[src/hdl/pol_pkg.sv]
// ----------------------------------------------------------------------------
// pol_pkg
// Shared codes and types for the positional ordered list: request opcodes,
// result status codes, the controller state encoding and the beat field widths.
// ----------------------------------------------------------------------------
package pol_pkg;

    // Request opcodes carried in the op field of a request beat.
    typedef enum logic [1:0] {
        OP_INSERT = 2'd0,
        OP_REMOVE = 2'd1,
        OP_CLEAR  = 2'd2,
        OP_NONE   = 2'd3
    } op_t;

    // Status codes returned with every result beat.
    typedef enum logic [1:0] {
        ST_OK      = 2'd0,
        ST_BAD_POS = 2'd1,
        ST_FULL    = 2'd2,
        ST_EMPTY   = 2'd3
    } status_t;

    // Controller states, one-hot.
    typedef enum logic [5:0] {
        S_IDLE  = 6'b000001,
        S_INS   = 6'b000010,
        S_REM   = 6'b000100,
        S_DRAIN = 6'b001000,
        S_WRV   = 6'b010000,
        S_DONE  = 6'b100000
    } state_t;

    // Fixed field widths of the request and result beats.
    localparam int OP_W    = 2;
    localparam int POS_W   = 7;
    localparam int VALUE_W = 32;
    localparam int COUNT_W = 7;

endpackage

[src/hdl/pol_if.sv]
// ----------------------------------------------------------------------------
// pol_req_if / pol_rsp_if
// Valid/ready channels for request beats and result beats of the list.
// ----------------------------------------------------------------------------
interface pol_req_if;
    logic                         valid;
    logic                         ready;
    logic [pol_pkg::OP_W-1:0]     op;
    logic [pol_pkg::POS_W-1:0]    position;
    logic [pol_pkg::VALUE_W-1:0]  value;

    modport source (output valid, output op, output position, output value, input ready);
    modport sink   (input valid, input op, input position, input value, output ready);
endinterface

interface pol_rsp_if;
    logic                         valid;
    logic                         ready;
    logic [pol_pkg::VALUE_W-1:0]  removed_value;
    logic [1:0]                   status;
    logic [pol_pkg::COUNT_W-1:0]  entry_count;

    modport source (output valid, output removed_value, output status, output entry_count,
                    input ready);
    modport sink   (input valid, input removed_value, input status, input entry_count,
                    output ready);
endinterface

[src/hdl/pol_entry_ram.sv]
// ----------------------------------------------------------------------------
// pol_entry_ram
// Entry store: one write port and one read port, read data registered.
// ----------------------------------------------------------------------------
module pol_entry_ram #(
    parameter int DEPTH = 64,
    parameter int WIDTH = 32,
    parameter int AW    = 6
) (
    input  logic             clk,
    input  logic             rd_en,
    input  logic [AW-1:0]    rd_addr,
    output logic [WIDTH-1:0] rd_data,
    input  logic             wr_en,
    input  logic [AW-1:0]    wr_addr,
    input  logic [WIDTH-1:0] wr_data
);

    logic [WIDTH-1:0] mem [DEPTH];
    logic [WIDTH-1:0] rd_data_reg;

    // Write port.
    always_ff @(posedge clk)
    begin
        if (wr_en)
        begin
            mem[wr_addr] <= wr_data;
        end
    end

    // Read port, read data registered.
    always_ff @(posedge clk)
    begin
        if (rd_en)
        begin
            rd_data_reg <= mem[rd_addr];
        end
    end

    assign rd_data = rd_data_reg;

endmodule

[src/hdl/positional_ordered_list.sv]
// ----------------------------------------------------------------------------
// positional_ordered_list
// Ordered list of up to CAPACITY entries with insert, remove and clear at a
// 1-based position, held in a single-port-read, single-port-write memory.
// ----------------------------------------------------------------------------
// The block takes one request at a time. Entries live in a memory with one
// read and one write port, so an insert or remove moves one entry per cycle:
// an insert at position p into a list of u entries reads and shifts up the
// entries from u down to p, drains the read pipeline, writes the new value
// and then posts the result; a remove reads the entries from p up to u,
// keeping the first as the removed value and shifting the rest down, drains
// the read pipeline and posts the result. An insert at the tail (p = u+1)
// skips the shift and the drain. Clear, unused opcodes and rejected requests
// go straight to posting the result. The result sits in an output register,
// so a new request is taken while a result still waits. No clearing pass is
// needed after reset; the entry count alone tells which entries are live.
// ----------------------------------------------------------------------------
module positional_ordered_list #(
    parameter int CAPACITY    = 64,
    parameter int ENTRY_WIDTH = 32
) (
    input  logic      clk,
    input  logic      rst_n,
    pol_req_if.sink   req,
    pol_rsp_if.source rsp
);

    localparam int AW    = $clog2(CAPACITY);
    localparam int CNT_W = $clog2(CAPACITY + 1);
    localparam int CMP_W = ((CNT_W > pol_pkg::POS_W) ? CNT_W : pol_pkg::POS_W) + 1;

    // Control registers.
    pol_pkg::state_t  state_reg, state_next;
    logic [CNT_W-1:0] used_reg, used_next;
    logic             is_ins_reg, is_ins_next;
    logic             pend_valid_reg, pend_valid_next;
    logic             pend_first_reg, pend_first_next;
    logic             out_valid_reg, out_valid_next;

    // Payload registers.
    logic [AW-1:0]            cur_reg, cur_next;
    logic [AW-1:0]            end_reg, end_next;
    logic [AW-1:0]            k_reg, k_next;
    logic [AW-1:0]            pend_dst_reg, pend_dst_next;
    logic [ENTRY_WIDTH-1:0]   val_reg, val_next;
    logic [ENTRY_WIDTH-1:0]   removed_reg, removed_next;
    pol_pkg::status_t         status_reg, status_next;
    logic [pol_pkg::VALUE_W-1:0] out_removed_reg, out_removed_next;
    pol_pkg::status_t         out_status_reg, out_status_next;
    logic [pol_pkg::COUNT_W-1:0] out_count_reg, out_count_next;

    // Memory port signals.
    logic                   rd_en;
    logic [AW-1:0]          rd_addr;
    logic [ENTRY_WIDTH-1:0] rd_data;
    logic                   wr_en;
    logic [AW-1:0]          wr_addr;
    logic [ENTRY_WIDTH-1:0] wr_data;

    // Widened views for comparisons and for fitting the fixed port widths.
    logic [CMP_W-1:0]                       pos_w, used_w, k_w, um1_w;
    logic [ENTRY_WIDTH+pol_pkg::VALUE_W-1:0] val_wide;
    logic [ENTRY_WIDTH+pol_pkg::VALUE_W-1:0] removed_wide;
    logic [CNT_W+pol_pkg::COUNT_W-1:0]      count_wide;
    logic                                   in_accept;
    logic                                   out_free;

    assign pos_w        = {{(CMP_W - pol_pkg::POS_W){1'b0}}, req.position};
    assign used_w       = {{(CMP_W - CNT_W){1'b0}}, used_reg};
    assign k_w          = pos_w - 1'b1;
    assign um1_w        = used_w - 1'b1;
    assign val_wide     = {{ENTRY_WIDTH{1'b0}}, req.value};
    assign removed_wide = {{pol_pkg::VALUE_W{1'b0}}, removed_reg};
    assign count_wide   = {{pol_pkg::COUNT_W{1'b0}}, used_reg};

    assign req.ready = (state_reg == pol_pkg::S_IDLE);
    assign in_accept = req.valid && req.ready;
    assign out_free  = !out_valid_reg || rsp.ready;

    // Memory access: the shift states stream one read per cycle, and each beat,
    // once its registered read data returns, is written one place up or down.
    assign rd_en   = (state_reg == pol_pkg::S_INS) || (state_reg == pol_pkg::S_REM);
    assign rd_addr = cur_reg;
    assign wr_en   = (pend_valid_reg && !pend_first_reg) || (state_reg == pol_pkg::S_WRV);
    assign wr_addr = (state_reg == pol_pkg::S_WRV) ? k_reg : pend_dst_reg;
    assign wr_data = (state_reg == pol_pkg::S_WRV) ? val_reg : rd_data;

    pol_entry_ram #(
        .DEPTH (CAPACITY),
        .WIDTH (ENTRY_WIDTH),
        .AW    (AW)
    ) u_ram (
        .clk     (clk),
        .rd_en   (rd_en),
        .rd_addr (rd_addr),
        .rd_data (rd_data),
        .wr_en   (wr_en),
        .wr_addr (wr_addr),
        .wr_data (wr_data)
    );

    // Next-state logic for the controller and the result register.
    always_comb
    begin
        state_next       = state_reg;
        used_next        = used_reg;
        is_ins_next      = is_ins_reg;
        cur_next         = cur_reg;
        end_next         = end_reg;
        k_next           = k_reg;
        val_next         = val_reg;
        removed_next     = removed_reg;
        status_next      = status_reg;
        out_removed_next = out_removed_reg;
        out_status_next  = out_status_reg;
        out_count_next   = out_count_reg;
        out_valid_next   = out_valid_reg && !rsp.ready;

        // The read pipeline follows the read issued this cycle.
        pend_valid_next = rd_en;
        pend_first_next = !is_ins_reg && (cur_reg == k_reg);
        pend_dst_next   = is_ins_reg ? (cur_reg + 1'b1) : (cur_reg - 1'b1);

        // The first beat of a remove is the value taken out.
        if (pend_valid_reg && pend_first_reg)
        begin
            removed_next = rd_data;
        end

        unique case (state_reg)
            pol_pkg::S_IDLE:
            begin
                if (in_accept)
                begin
                    removed_next = '0;
                    status_next  = pol_pkg::ST_OK;
                    val_next     = val_wide[ENTRY_WIDTH-1:0];
                    k_next       = k_w[AW-1:0];
                    state_next   = pol_pkg::S_DONE;
                    case (pol_pkg::op_t'(req.op))
                        pol_pkg::OP_INSERT:
                        begin
                            is_ins_next = 1'b1;
                            if (pos_w == '0 || pos_w > used_w + 1'b1)
                            begin
                                status_next = pol_pkg::ST_BAD_POS;
                            end
                            else if (used_w == CMP_W'(CAPACITY))
                            begin
                                status_next = pol_pkg::ST_FULL;
                            end
                            else
                            begin
                                used_next = used_reg + 1'b1;
                                cur_next  = um1_w[AW-1:0];
                                end_next  = k_w[AW-1:0];
                                // Appending at the tail needs no shift.
                                state_next = (used_w == k_w) ? pol_pkg::S_WRV : pol_pkg::S_INS;
                            end
                        end
                        pol_pkg::OP_REMOVE:
                        begin
                            is_ins_next = 1'b0;
                            if (used_reg == '0)
                            begin
                                status_next = pol_pkg::ST_EMPTY;
                            end
                            else if (pos_w == '0 || pos_w > used_w)
                            begin
                                status_next = pol_pkg::ST_BAD_POS;
                            end
                            else
                            begin
                                used_next  = used_reg - 1'b1;
                                cur_next   = k_w[AW-1:0];
                                end_next   = um1_w[AW-1:0];
                                state_next = pol_pkg::S_REM;
                            end
                        end
                        pol_pkg::OP_CLEAR:
                        begin
                            used_next = '0;
                        end
                        default:
                        begin
                            used_next = used_reg;
                        end
                    endcase
                end
            end
            pol_pkg::S_INS:
            begin
                if (cur_reg == end_reg)
                begin
                    state_next = pol_pkg::S_DRAIN;
                end
                else
                begin
                    cur_next = cur_reg - 1'b1;
                end
            end
            pol_pkg::S_REM:
            begin
                if (cur_reg == end_reg)
                begin
                    state_next = pol_pkg::S_DRAIN;
                end
                else
                begin
                    cur_next = cur_reg + 1'b1;
                end
            end
            pol_pkg::S_DRAIN:
            begin
                state_next = is_ins_reg ? pol_pkg::S_WRV : pol_pkg::S_DONE;
            end
            pol_pkg::S_WRV:
            begin
                state_next = pol_pkg::S_DONE;
            end
            pol_pkg::S_DONE:
            begin
                if (out_free)
                begin
                    out_valid_next   = 1'b1;
                    out_removed_next = removed_wide[pol_pkg::VALUE_W-1:0];
                    out_status_next  = status_reg;
                    out_count_next   = count_wide[pol_pkg::COUNT_W-1:0];
                    state_next       = pol_pkg::S_IDLE;
                end
            end
            default:
            begin
                state_next = pol_pkg::S_IDLE;
            end
        endcase
    end

    // Control state.
    always_ff @(posedge clk or negedge rst_n)
    begin
        if (!rst_n)
        begin
            state_reg      <= pol_pkg::S_IDLE;
            used_reg       <= '0;
            is_ins_reg     <= 1'b0;
            pend_valid_reg <= 1'b0;
            pend_first_reg <= 1'b0;
            out_valid_reg  <= 1'b0;
        end
        else
        begin
            state_reg      <= state_next;
            used_reg       <= used_next;
            is_ins_reg     <= is_ins_next;
            pend_valid_reg <= pend_valid_next;
            pend_first_reg <= pend_first_next;
            out_valid_reg  <= out_valid_next;
        end
    end

    // Payload state.
    always_ff @(posedge clk)
    begin
        cur_reg         <= cur_next;
        end_reg         <= end_next;
        k_reg           <= k_next;
        pend_dst_reg    <= pend_dst_next;
        val_reg         <= val_next;
        removed_reg     <= removed_next;
        status_reg      <= status_next;
        out_removed_reg <= out_removed_next;
        out_status_reg  <= out_status_next;
        out_count_reg   <= out_count_next;
    end

    assign rsp.valid         = out_valid_reg;
    assign rsp.removed_value = out_removed_reg;
    assign rsp.status        = out_status_reg;
    assign rsp.entry_count   = out_count_reg;

    // The entry count never passes the capacity.
    a_used_bounded: assert property (@(posedge clk) disable iff (!rst_n)
        {{(CMP_W - CNT_W){1'b0}}, used_reg} <= CMP_W'(CAPACITY))
        else $error("entry count above capacity");

    // No memory write while idle or posting a result.
    a_quiet_outside_shift: assert property (@(posedge clk) disable iff (!rst_n)
        (state_reg == pol_pkg::S_IDLE || state_reg == pol_pkg::S_DONE) |-> !wr_en)
        else $error("memory write outside a shift");

    // A rejected request leaves the count as it was.
    a_reject_keeps_count: assert property (@(posedge clk) disable iff (!rst_n)
        (state_reg == pol_pkg::S_DONE && status_reg != pol_pkg::ST_OK) |-> $stable(used_reg))
        else $error("count changed by a rejected request");

    // A finished result reaches the output register once the slot is free.
    a_result_posted: assert property (@(posedge clk) disable iff (!rst_n)
        (state_reg == pol_pkg::S_DONE && out_free) |=> out_valid_reg)
        else $error("result not posted");

endmodule
[src/flat_wrapper.sv]
// flat-port wrapper written by rule: the top's interface ports become plain ports
module positional_ordered_list_flat 
#(
    parameter int CAPACITY    = 64,
    parameter int ENTRY_WIDTH = 32
)
  (clk, rst_n, req_valid, req_op, req_position, req_value, req_ready, rsp_valid, rsp_removed_value, rsp_status, rsp_entry_count, rsp_ready);
  pol_req_if req_i ();
  pol_rsp_if rsp_i ();
  input  logic clk;
  input  logic rst_n;
  input wire logic [$bits(req_i.valid)-1:0] req_valid;
  input wire logic [$bits(req_i.op)-1:0] req_op;
  input wire logic [$bits(req_i.position)-1:0] req_position;
  input wire logic [$bits(req_i.value)-1:0] req_value;
  output wire logic [$bits(req_i.ready)-1:0] req_ready;
  output wire logic [$bits(rsp_i.valid)-1:0] rsp_valid;
  output wire logic [$bits(rsp_i.removed_value)-1:0] rsp_removed_value;
  output wire logic [$bits(rsp_i.status)-1:0] rsp_status;
  output wire logic [$bits(rsp_i.entry_count)-1:0] rsp_entry_count;
  input wire logic [$bits(rsp_i.ready)-1:0] rsp_ready;
  assign req_i.valid = req_valid;
  assign req_i.op = req_op;
  assign req_i.position = req_position;
  assign req_i.value = req_value;
  assign req_ready = req_i.ready;
  assign rsp_valid = rsp_i.valid;
  assign rsp_removed_value = rsp_i.removed_value;
  assign rsp_status = rsp_i.status;
  assign rsp_entry_count = rsp_i.entry_count;
  assign rsp_i.ready = rsp_ready;
  positional_ordered_list #(.CAPACITY(CAPACITY), .ENTRY_WIDTH(ENTRY_WIDTH)) u_core (.clk(clk), .rst_n(rst_n), .req(req_i), .rsp(rsp_i));
endmodule
[config.mk]
export PLATFORM = sky130hd
export DESIGN_NAME = positional_ordered_list_flat
export DESIGN_NICKNAME = d
export VERILOG_FILES = /design/src/hdl/pol_pkg.sv /design/src/hdl/pol_if.sv /design/src/hdl/pol_entry_ram.sv /design/src/hdl/positional_ordered_list.sv /design/src/flat_wrapper.sv
export SDC_FILE = /design/constraint.sdc
export NUM_CORES = 2
export LEC_CHECK = 0
export BUFFER_PORTS_ARGS = -buffer_cell sky130_fd_sc_hd__buf_2
export CORE_MARGIN = 4
export CORE_UTILIZATION = 55
export CTS_CLUSTER_DIAMETER = 120
export DETAILED_ROUTE_END_ITERATION = 10
export PLACE_DENSITY = 0.71
export SLEW_MARGIN = 20
export SYNTH_ARGS = -nofsm -noshare
export SYNTH_HDL_FRONTEND = slang
export SYNTH_SLANG_ARGS = --single-unit
[constraint.sdc]
create_clock -name clk -period 6 [get_ports clk]
set_clock_uncertainty 0.2 [all_clocks]
set_input_delay 0.3 -clock clk [delete_from_list [all_inputs] [get_ports clk]]
set_output_delay 0.3 -clock clk [all_outputs]
set_load 0.02 [all_outputs]
# Yosys cells after proc, flatten, opt, wreduce, memory -nomap -nowiden
# Memory sizes are Yosys's and may differ from the RTL's. A register that Yosys moved wholly into a read port is not among the register bits.
# Index checks and enable logic that the tools add are counted.
[totals] ff_bits=148 mem_bits_rw=2048 in_bits=45 elab_cells=126 mem_count=1
[mem_list] name="u_core.u_ram.mem" depth=64 word_bits=32 rd=1 rd_clocked_by_memory_dff=1 wr=1 line="pol_entry_ram.sv:19" rtl="logic [WIDTH-1:0] mem [DEPTH];"
[op_classes] addsub=7 n_lt_le_gt_ge=2 n_eq_ne=26 n_mux=46 n_reduce_logical=28
[op_table] operator="$mux W32" count=4
[op_table] operator="$mux W6" count=21
[op_table] operator="$pmux W6 S2" count=3
[op_table] operator="$pmux W6 S5" count=1
[op_table] operator="$mux W7" count=4
[op_table] operator="$pmux W7 S3" count=1
[op_table] operator="$pmux W6 S3" count=1
[op_table] operator="$ne A3 B3 Y1 const B" count=5
[op_table] operator="$ne A2 B2 Y1 const B" count=7
[op_table] operator="$reduce_and A7 Y1" count=2
[op_table] operator="$eq A6 B6 Y1" count=2
[op_table] operator="$sub A6 B1 Y6 const B" count=2
[op_table] operator="$reduce_and A9 Y1" count=1
[op_table] operator="$add A7 B1 Y8 const B" count=1
[op_table] operator="$eq A7 B8 Y1" count=1
[op_table] operator="$gt A7 B8 Y1" count=1
[op_table] operator="$logic_not A8 Y1" count=1
[op_table] operator="$sub A7 B1 Y8 const B" count=1
[op_table] operator="$add A7 B1 Y7 const B" count=1
[op_table] operator="$eq A7 B7 Y1 const B" count=1
[op_table] operator="$gt A7 B7 Y1" count=1
[op_table] operator="$logic_not A7 Y1" count=1
[op_table] operator="$sub A7 B1 Y7 const B" count=1
[op_table] operator="$add A6 B1 Y6 const B" count=1
[op_table] operator="23 further kinds" count=44

# Logic depth before layout (Yosys ltp)
[depth] ltp_word=8 ltp_mapped=12 ltp_nobuf=11

# Modules after synthesis
# Synthesis repeated with hierarchy kept, for this count alone.
[unflattened] cells_unflattened=3944 hier_area_um2=85913.6
[modules_own_cells] module="pol_entry_ram" instances=1 cells_per_inst=3324 area_each_um2=78840.6
[modules_own_cells] module="positional_ordered_list" instances=1 cells_per_inst=620 area_each_um2=7073.0

# Least setup slack after synthesis
# OpenSTA, ideal clock, no wires.
[synth_timing] path_type="register -> register" start="register u_core.state_reg[3]" end="memory u_core.u_ram.mem[61][0], enable pin" arrival_ns=4.670 required_ns=5.299 path_slack_ns=0.629 path_stages_with_launch=8 synth_period_minus_slack_ns=5.371 path_cell_list="dfrtp_1 > nor2_1 > and4b_1 > clkbuf_1 > and2_1 > a21oi_1 > clkbuf_1 > nor4_1"
[synth_between] elab_chain_len=4 elab_cells_between_ends=5
[synth_lines] item="start: declaration" line="positional_ordered_list.sv:33" rtl="pol_pkg::state_t state_reg, state_next;"
[synth_lines] item="start signal: assignment" line="positional_ordered_list.sv:244" rtl="state_reg <= pol_pkg::S_IDLE;"
[synth_lines] item="start signal: assignment" line="positional_ordered_list.sv:253" rtl="state_reg <= state_next;"
[synth_lines] item="$eq A6 B5 Y1 (*)" line="positional_ordered_list.sv:84, positional_ordered_list.sv:85"
[synth_lines] item="$logic_or A1 B1 Y1" line="positional_ordered_list.sv:84" rtl="assign wr_en = (pend_valid_reg && !pend_first_reg) || (state_reg == pol_pkg::S_WRV);"
[synth_lines] item="$mux W1" line="pol_entry_ram.sv:25" rtl="if (wr_en)"
[synth_lines] item="$mux W1 (implied by the code)" line="pol_entry_ram.sv:27" rtl="mem[wr_addr] <= wr_data;"
[synth_lines] item="end: declaration" line="pol_entry_ram.sv:19"
# Mark *: on every way between the ends. The rest lies on a longest branch, timed or not.

# Final worst setup path
[layout_timing] start="register u_core.used_reg[3]" end="register u_core.state_reg[1]"
[layout_between] elab_chain_len=7 elab_cells_between_ends=13
[layout_lines] item="start: declaration" line="positional_ordered_list.sv:34" rtl="logic [CNT_W-1:0] used_reg, used_next;"
[layout_lines] item="start signal: assignment" line="positional_ordered_list.sv:254" rtl="used_reg <= used_next;"
[layout_lines] item="$add A7 B1 Y8 or $eq A7 B8 Y1 (tied branches)" line="positional_ordered_list.sv:144, positional_ordered_list.sv:158"
[layout_lines] item="$gt A7 B8 Y1 or $mux W5 (tied branches)" line="positional_ordered_list.sv:144, positional_ordered_list.sv:158"
[layout_lines] item="$logic_or A1 B1 Y1 or $mux W6 (tied branches)" line="positional_ordered_list.sv:144, positional_ordered_list.sv:148"
[layout_lines] item="$mux W6" line="positional_ordered_list.sv:144" rtl="if (pos_w == '0 || pos_w > used_w + 1'b1)"
[layout_lines] item="$pmux W6 S2 (*)" line="positional_ordered_list.sv:140" rtl="case (pol_pkg::op_t'(req.op))"
[layout_lines] item="$mux W6 (*)" line="positional_ordered_list.sv:133" rtl="if (in_accept)"
[layout_lines] item="$pmux W6 S5 (*)" line="positional_ordered_list.sv:130" rtl="unique case (state_reg)"
# Mark *: on every way between the ends. The rest lies on a longest branch, timed or not. The select of a mux whose other input is x is not followed.
# A chain may end at the register's enable or synchronous reset.

==> results.yml <==
status:
  status: "complete, no violations"
grt:
  grt_pass1_vias: 42360
  antenna_found_initial: 8
  grt_pass1_wl_mm: 309.4
  overflow: 0
  grt_max_degree: 81
  grt_use_total_pct: 26.69
clock_network:
  clockRootBuffer: "clkbuf_16"
  h-tree-depth: 4
  cts_buffers: 211
  post_cts_resized: 0
  clock_latency_ps: 850
  cts_sinks: 2228
  cts_tree: "yes"
  clkTransAtPathRegs_ps: 60
  clock_path_buffers: 3
logic_synthesis:
  yosys_warnings: 0
  syn_nets: 3957
  asyncSetResetFlopFracSynth_pct: 0.7630
  synth_cell_type_count: 68
  synth.most_common_cell: "edfxtp_1"
  synth_edf_count: 2173
  syn_inst: 3885
  synth.top_cell.area_share_pct: 75.83
  yosys-top-cells-area: "edfxtp_1, mux4_2, nand2_1"
  ys_seq_elements: 2228
  syn_area_um2: 86060
  ys.flop_type: "edfxtp_1"
  ys_seq_area_share_pct: 77.21
  synth.largest_area_cell: "edfxtp_1"
  synth_common_cells: "edfxtp_1, mux4_2, nand2_1"
  synth.avg_cell_area_um2: 22.15
routing:
  postRouteAntennaNets: 0
  drt_iter0_markers: 6314
  drc: 0
  dr.pass1.iters: 6
  vias: 42500
  drt-wirelength-per-cell_um: 33.40
  vias_per_cell: 6.595
  wl_mm: 215.2
timing:
  setup_slack_ps: 1423
  fin_tns_setup_ps: 0
  report.final.setup_viol: 0
  rsz0062_at_grt: "false"
  worst_pin_slew_ps: 1230
  hold_violations: 0
  max_slew_margin_pct: 17.64
  report.final.slew_viol_count: 0
  fin_crit_sh_pct: 76.28
  whs_ps: 66.90
  period_needed_ps: 4577
  max_freq_ghz: 0.2185
floorplanning:
  die_area_um2: 162900
  io_pins: 88
  core-area_um2: 154800
  chipHeight_um: 403.6
  die_w_um: 403.6
  rows: 144
  initial_core_util_pct: 55.60
final_layout:
  drive_gt1_share_pct: 29.07
  fin_nets: 4290
  top_register: "u_core.u_ram.mem"
  layout.cells.non_filler: 6445
  largest_reg_flops: 2048
  fillCellCount: 9980
  multi_input_area_um2: 19140
  seq_area_um2: 66440
  area_growth_syn_to_layout_pct: 13.69
critical_path:
  arrival_ps: 5140
  crit_type: "register to register"
  crit_fanout: 10
  crit_chain: "inv_1 -> nor3_1 -> nand3_1 -> xnor2_1 -> ha_1 -> a211oi_1 -> and3_1 -> o21ai_0 -> or4b_2 -> dlygate4sd3_1 -> o21ai_0 -> dlygate4sd3_1"
  reg2reg_depth: 12
  reg2reg_slack_ps: 1420
  startpoint: "u_core.used_reg[3]$_DFFE_PN0P_"
  critical-path-max-stage-delay_ps: 660
  crit_slowest_cell: "or4b_2"
  endpoint: "u_core.state_reg[1]$_DFFE_PN0P_"
  timing.rr.end: "u_core.state_reg[1]$_DFFE_PN0P_"
  r2r-start: "u_core.used_reg[3]$_DFFE_PN0P_"
  start_kind: "register"
  required_ps: 6560
  crit_path_end_kind: "register"
power_and_ir_drop:
  pwr-share-clk_pct: 34.5
  power_density_nw_per_um2: 386.0
  pwr-share-seq_pct: 47.2
  max-vdd-ir-drop_mv: 0.2750
  p_sw_w: 0.01007
  totalPowerFinal_w: 0.03777
  leakagePower_nw: 30.89
  intPower_w: 0.02770
  p_sw_share_pct: 26.65
  p_comb_share_pct: 18.3
placed_design:
  dp.cells: 5965
  port_buffers: 87
  gp_congestion: 0.9124
  post-place-ws_ps: 1654
  dp_hpwl_mm: 124.9
flow_run:
  max-cap-violations: 0
worst_hold_path:
  hold_class: "primary input to register"
[layout by cell type, fill, tap and decap left out, types with 27 or more instances in the layout]
cell type,instances
clkbuf_1,48
o22ai_1,42
buf_2,87
clkbuf_16,215
nor2_1,67
nor2_4,44
clkinv_2,40
nand2_2,29
dfxtp_1,38
a22oi_1,27
buf_4,126
dlygate4sd3_1,79
clkinv_1,51
mux4_2,608
edfxtp_1,2173
a21oi_1,64
nand2_1,176
mux2i_1,53
[through the flow]
stage	area (µm²)	utilization [%]
6_report	97840	63.22
5_1_grt	97840	63.21
4_1_cts	97710	63.13
3_5_place_dp	90170	58.26
3_3_place_gp	89930	58.10
2_1_floorplan	86060	-
[per-layer routing]
metal  up-vias  part of all wire, %  GRT usage (%)
li1      17020                    -              -
met3       393                   11          6.248
met5         -                    0              0
met4         0                  3.7          9.722
met2      2699                   48          41.28
met1     22400                   38          37.91
[timing repair]
action,4_1_cts,5_1_grt
hold endpoints to repair,85,0
setup buffers,0,0
hold buffers,79,0
[critical path: cells and delay by family (launching register included)]
kind	cells	cell delay (ps)
buffers and inverters	3	1320
and+or+nand+nor	4	1310
AOI/OAI and AO/OA	3	660
DFF	1	570
adders and majority gates	1	300
xor gates and xnor gates	1	160
[worst min path at each step]
stage             startpoint                              to  slack, ps  cells past startpoint
2_1_floorplan          rst_n   u_core.is_ins_reg$_DFFE_PN0P_       -200                      0
3_3_place_gp           rst_n  u_core.used_reg[5]$_DFFE_PN0P_         70                      1
3_5_place_dp           rst_n  u_core.used_reg[5]$_DFFE_PN0P_         80                      1
4_1_cts        req_value[20]    u_core.val_reg[20]$_DFFE_PP_          4                      2
5_1_grt         req_value[7]     u_core.val_reg[7]$_DFFE_PP_         30                      2
6_report        req_value[7]     u_core.val_reg[7]$_DFFE_PP_         70                      2
[area by class of cell]
class                   instances  share of cell area (%)
repair buffers                324                   2.908
clock buffers                 266                   5.725
diodes                          2                0.005115
inverters                      27                  0.1036
clock inverters               128                   1.178
flip-flops and latches       2228                   67.91
well taps                    2044                   2.614
multi-input cells            1426                   19.56
[power by group through the flow]
stage / sequential, W / clock, W / combinational, W
6_report: 0.0178 / 0.0130 / 0.00693
3_3_place_gp: 0.0181 / 0 / 0.00676
3_5_place_dp: 0.0181 / 0 / 0.00684
5_1_grt: 0.0178 / 0.0139 / 0.00727
4_1_cts: 0.0178 / 0.0132 / 0.00692
2_1_floorplan: 0.0180 / 0 / 0.00441
[logic make-up (layout without fill, tap and decap cells)]
family                     Yosys count  after routing  share of synthesized area, %
AOI/OAI and AO/OA                  230            230                         1.721
xor gates and xnor gates            39             39                        0.4129
adders and majority gates           27             27                        0.4013
buffers and inverters              231            745                         1.208
DFF                               2228           2228                         77.21
muxes                              670            670                         16.65
other                                0              2                             0
and+or+nand+nor                    460            460                         2.405
Note: power is estimated with default switching activity, not from simulation.
